**config.mk**
```make
export PLATFORM = sky130hd
export DESIGN_NAME = plcr_ctrl
export DESIGN_NICKNAME = d
export VERILOG_FILES = /design/src/rtl/plcr_pkg.sv /design/src/rtl/plcr_ctrl.sv
export SDC_FILE = /design/constraint.sdc
export NUM_CORES = 1
export LEC_CHECK = 0
export BUFFER_PORTS_ARGS = -buffer_cell sky130_fd_sc_hd__buf_4
export CORE_AREA = 2 2 39 41
export CTS_BUF_LIST = sky130_fd_sc_hd__clkbuf_8 sky130_fd_sc_hd__clkbuf_16
export DETAILED_ROUTE_END_ITERATION = 10
export DIE_AREA = 0 0 41 43
export PLACE_DENSITY = 0.55
export REMOVE_ABC_BUFFERS = 1
export SLEW_MARGIN = 40
export SYNTH_ARGS = -nofsm -noshare
export SYNTH_HDL_FRONTEND = slang
export SYNTH_SLANG_ARGS = --single-unit
```
**constraint.sdc**
```tcl
create_clock -name clk -period 1.8 [get_ports clk]
set_input_delay 0.45 -clock clk [delete_from_list [all_inputs] [get_ports clk]]
set_output_delay 0.45 -clock clk [all_outputs]
set_load 0.01 [all_outputs]
```
**src/rtl/plcr_pkg.sv**
```systemverilog
// shared types and constants for the piecewise-linear color ramp
package plcr_pkg;

  localparam int COUNT_W  = 8;
  localparam int INDEX_W  = 7;
  localparam int VALUE_W  = 32;
  localparam int CHAN_W   = 8;
  localparam int NUM_CHAN = 3;
  localparam int PROD_W   = VALUE_W + CHAN_W;
  localparam int STEP_W   = $clog2(CHAN_W);
  localparam int CH_W     = $clog2(NUM_CHAN);

  localparam logic OP_WRITE  = 1'b0;
  localparam logic OP_LOOKUP = 1'b1;

  // one table entry; rgb[0] red, rgb[1] green, rgb[2] blue
  typedef struct packed {
    logic signed [VALUE_W-1:0]          brk;
    logic [NUM_CHAN-1:0][CHAN_W-1:0]    rgb;
  } plcr_entry_t;

  localparam int ENTRY_W = $bits(plcr_entry_t);

  typedef enum logic [2:0] {
    ST_IDLE,
    ST_FIRST,
    ST_LOWER,
    ST_SCAN,
    ST_MUL,
    ST_SUM,
    ST_DIV,
    ST_LOAD
  } plcr_state_t;

  typedef enum logic [1:0] {
    RES_HOLD,
    RES_BLACK,
    RES_RAM
  } plcr_res_sel_t;

  typedef struct packed {
    logic          ram_we;
    logic          accept_lookup;
    logic          scan_step;
    logic          take_lo;
    logic          take_hi;
    plcr_res_sel_t res_sel;
    logic          mul;
    logic          sum;
    logic          div_step;
    logic          load_out;
  } plcr_cmd_t;

  typedef struct packed {
    logic count_zero;
    logic count_one;
    logic above_value;
    logic scan_last;
    logic step_zero;
    logic last_ch;
    logic out_free;
  } plcr_status_t;

endpackage

```
**src/rtl/plcr_ctrl.sv**
```systemverilog
// controller state machine for table writes, scan and interpolation
module plcr_ctrl
  import plcr_pkg::*;
(
  input  logic         clk,
  input  logic         rst,
  input  logic         in_valid,
  input  logic         in_opcode,
  output logic         in_ready,
  input  plcr_status_t status,
  output plcr_cmd_t    cmd
);

  plcr_state_t state, state_next;

  always_ff @(posedge clk) begin
    if (rst) begin
      state <= ST_IDLE;
    end else begin
      state <= state_next;
    end
  end

  always_comb begin
    state_next = state;
    unique case (state)
      ST_IDLE: begin
        if (in_valid && in_opcode == OP_LOOKUP) begin
          state_next = status.count_zero ? ST_LOAD : ST_FIRST;
        end
      end
      ST_FIRST: state_next = ST_LOWER;
      ST_LOWER: begin
        state_next = (status.above_value || status.count_one) ? ST_LOAD : ST_SCAN;
      end
      ST_SCAN: begin
        if (status.above_value) begin
          state_next = ST_MUL;
        end else if (status.scan_last) begin
          state_next = ST_LOAD;
        end
      end
      ST_MUL: state_next = ST_SUM;
      ST_SUM: state_next = ST_DIV;
      ST_DIV: begin
        if (status.step_zero) begin
          state_next = status.last_ch ? ST_LOAD : ST_MUL;
        end
      end
      ST_LOAD: begin
        if (status.out_free) begin
          state_next = ST_IDLE;
        end
      end
      default: state_next = ST_IDLE;
    endcase
  end

  always_comb begin
    cmd      = '0;
    cmd.res_sel = RES_HOLD;
    in_ready = 1'b0;
    unique case (state)
      ST_IDLE: begin
        // nothing is taken while reset is held
        in_ready = !rst;
        if (in_valid && !rst) begin
          if (in_opcode == OP_WRITE) begin
            cmd.ram_we = 1'b1;
          end else begin
            cmd.accept_lookup = 1'b1;
            if (status.count_zero) begin
              cmd.res_sel = RES_BLACK;
            end
          end
        end
      end
      ST_FIRST: cmd.scan_step = 1'b1;
      ST_LOWER: begin
        cmd.scan_step = 1'b1;
        if (status.above_value || status.count_one) begin
          cmd.res_sel = RES_RAM;
        end else begin
          cmd.take_lo = 1'b1;
        end
      end
      ST_SCAN: begin
        cmd.scan_step = 1'b1;
        if (status.above_value) begin
          cmd.take_hi = 1'b1;
        end else if (status.scan_last) begin
          cmd.res_sel = RES_RAM;
        end else begin
          cmd.take_lo = 1'b1;
        end
      end
      ST_MUL:  cmd.mul = 1'b1;
      ST_SUM:  cmd.sum = 1'b1;
      ST_DIV:  cmd.div_step = 1'b1;
      ST_LOAD: cmd.load_out = status.out_free;
      default: cmd = '0;
    endcase
  end

endmodule

```
==> run_results.csv <==
group,metric,value,unit
cts,htreeDepth,1,
placed_design,place_area,601,sq um
setup_path,crit_arrival,1310,ps
placed_design,gp_congestion,0.697,
detailed_routing,ant_nets,0,
yosys,yosysTopAreaCellShare,14.5,%
cells_and_area,largest_reg_flops,3,
global_route,grt_max_degree,12,
floorplan,initial_utilization,29.8,%
global_route,antenna_found_initial,0,
placed_design,portBuffers,22,
cts,tritoncts,"done",
sta,rsz0062_at_grt,"yes",
floorplan,die-area,1760,sq um
run_status,run_status,"completed",
placed_design,dp_cells,91,
detailed_routing,num_vias,476,
sta,fin_crit,1760,ps
yosys,postSynth.asyncResetShare,0,%
detailed_routing,drt_iter0_drc,5,
yosys,synth_flop_cell,"dfxtp_1",
floorplan,core,1380,sq um
yosys,synth_area,413,sq um
cells_and_area,layout.nets,91,
setup_path,endpoint_kind,"primary output",
floorplan,dieHeight,43,um
cells_and_area,drive_above_1_share,49.4,%
cts,cts_buffers,3,
global_route,grt_pass1_vias,411,
yosys,synth.avg_cell_area,7.94,sq um
cts,clkTransAtPathRegs,30,ps
cells_and_area,diodes,0,
detailed_routing,wl,1.09,mm
power,irDropWorstVdd,0.587,mV
cts,ctsHoldBuffers,0,
setup_path,cp-startpoint,"rst",
yosys,yosys_warnings,0,
cts,clkSinkCount,3,
detailed_routing,detail_route.wl_per_cell,11.4,um
cts,clk_latency,210,ps
sta,finalHoldViolCount,0,
global_route,grt_overflow,0,
global_route,grt_pass1_wl,1.64,mm
cells_and_area,stdcell_count,95,
cells_and_area,reg_top3,"state x3",
global_route,grtUsageTotal,13.0,%
setup_path,worstPathRequired,1350,ps
sta,maxSlewViolCount,0,
setup_path,critical_path_class,"in -> out",
sta,tightest_slew,341,ps
cts,cts.root.buffer_cell,"clkbuf_8",
cells_and_area,fin_area,669,sq um
cts,postCtsSetupBuffers,0,
yosys,synth_edf_count,0,
floorplan,rows,14,
cts,cts_buffer_depth,2,
setup_path,regToRegStartpoint,"state[2]$_SDFFE_PP0P_",
sta,finClkSkew,0.353,ps
sta,finalSetupViolCount,0,
worst_hold_path,min-delay-start,"rst",
setup_path,path_max_fanout,5,
setup_path,startpoint_type,"primary input",
yosys,synth_cell_types,29,
detailed_routing,via_per_inst,5.01,
sta,max_slew_margin,77.3,%
yosys,synth-seq-area-share,14.5,%
sta,holdWs,449,ps
power,power.leakage,0.000286,uW
power,powerDensity,1540,nW/um^2
yosys,ys_ff_latch,3,
sta,fin_crit_sh,97.9,%
sta,fmax,567,MHz
floorplan,io_pins,23,
cells_and_area,fill_cells,143,
yosys,synth_commonest_cells,"nor2_1, nand2_1, a21oi_1, dfxtp_1, nand2b_1",
cells_and_area,top_register,"state",
worst_hold_path,hold_class,"in -> reg",
cells_and_area,area_growth,62.1,%
yosys,synth_area_leaders,"dfxtp_1, nor2_1, a2111oi_4",
run,drv_cap,0,
yosys,synthCells,52,
detailed_routing,drtPass1Iterations,4,
placed_design,hpwl,834,um
yosys,synth_most_common_cell,"nor2_1",
floorplan,chipWidth,41,um
detailed_routing,post-route-drc-count,0,
yosys,synth_area_leader_cell,"dfxtp_1",
-- worst max-delay path: stages --
cell	delay, ps
buf_4	140
nor4_2	290
and3_1	210
and2_1	120
buf_4	110
-- report_power, final --
| group | internal [uW] | total, uW | switching, uW |
|---|---|---|---|
| clock | 145 | 189 | 44.3 |
| sequential | 106 | 159 | 53.0 |
| combinational | 334 | 684 | 351 |
-- per-layer routing --
metal / vias up / GRT usage [%] / part of all wire (%)
li1: 243 / - / -
met1: 215 / 16.6 / 44
met2: 18 / 21.3 / 48
met3: 0 / 2.09 / 8.5
met4: 0 / 4.00 / 0
met5: - / 0 / 0
-- cells in the final DEF (no fill, tap or decap), drive strengths merged, types with 2 or more instances in the layout --
| cell type | count |
|---|---|
| o21ai | 2 |
| a2111oi | 3 |
| clkbuf | 3 |
| o21bai | 2 |
| nor2 | 8 |
| inv | 3 |
| dfxtp | 3 |
| nand2 | 4 |
| nor2b | 2 |
| nand2b | 3 |
| a211oi | 2 |
| and2 | 2 |
| buf | 27 |
| a21oi | 3 |
-- timing repair --
item                       4_1_cts  5_1_grt
gates resized for setup          4        2
pin swaps                        0        1
setup endpoints to repair        1        3
-- path summary, 6_finish.rpt --
check	end	slack, ps	cells after the start
setup / recovery	cmd[4]	40	5
hold / removal	state[1]$_SDFFE_PP0P_	450	2
setup reg to reg	state[2]$_SDFFE_PP0P_	330	5
hold reg to reg	state[0]$_SDFFE_PP0P_	690	3
-- through the flow --
| step | power, uW | worst slack [ps] | util [%] | TNS, ps |
|---|---|---|---|---|
| floorplan | 536 | -107 | - | -200 |
| global placement | 809 | 119 | 43.4 | 0 |
| detailed placement | 807 | 11.4 | 43.4 | 0 |
| CTS | 1020 | 3.70 | 47.4 | 0 |
| global route | 1120 | -32.9 | 48.4 | -43.7 |
| finish | 1030 | 37.4 | 48.4 | 0 |
-- final cells by class --
| cell class | count | area, sq um | share of cell area, % |
|---|---|---|---|
| multi-input combinational | 43 | 332 | 49.5 |
| clock buffer | 3 | 41.3 | 6.17 |
| clock inverter | 1 | 3.75 | 0.561 |
| inverter | 2 | 7.51 | 1.12 |
| tap | 16 | 20.0 | 2.99 |
| sequential | 3 | 62.6 | 9.35 |
| timing repair buffer | 27 | 203 | 30.3 |
-- logic make-up after synthesis --
family / count (synthesis) / synth area share (%)
simple gates: 25 / 37.0
compound gates: 17 / 35.8
buf+inv: 6 / 10.3
flops: 3 / 14.5
mux: 1 / 2.42
(Power assumes the default switching activity.)
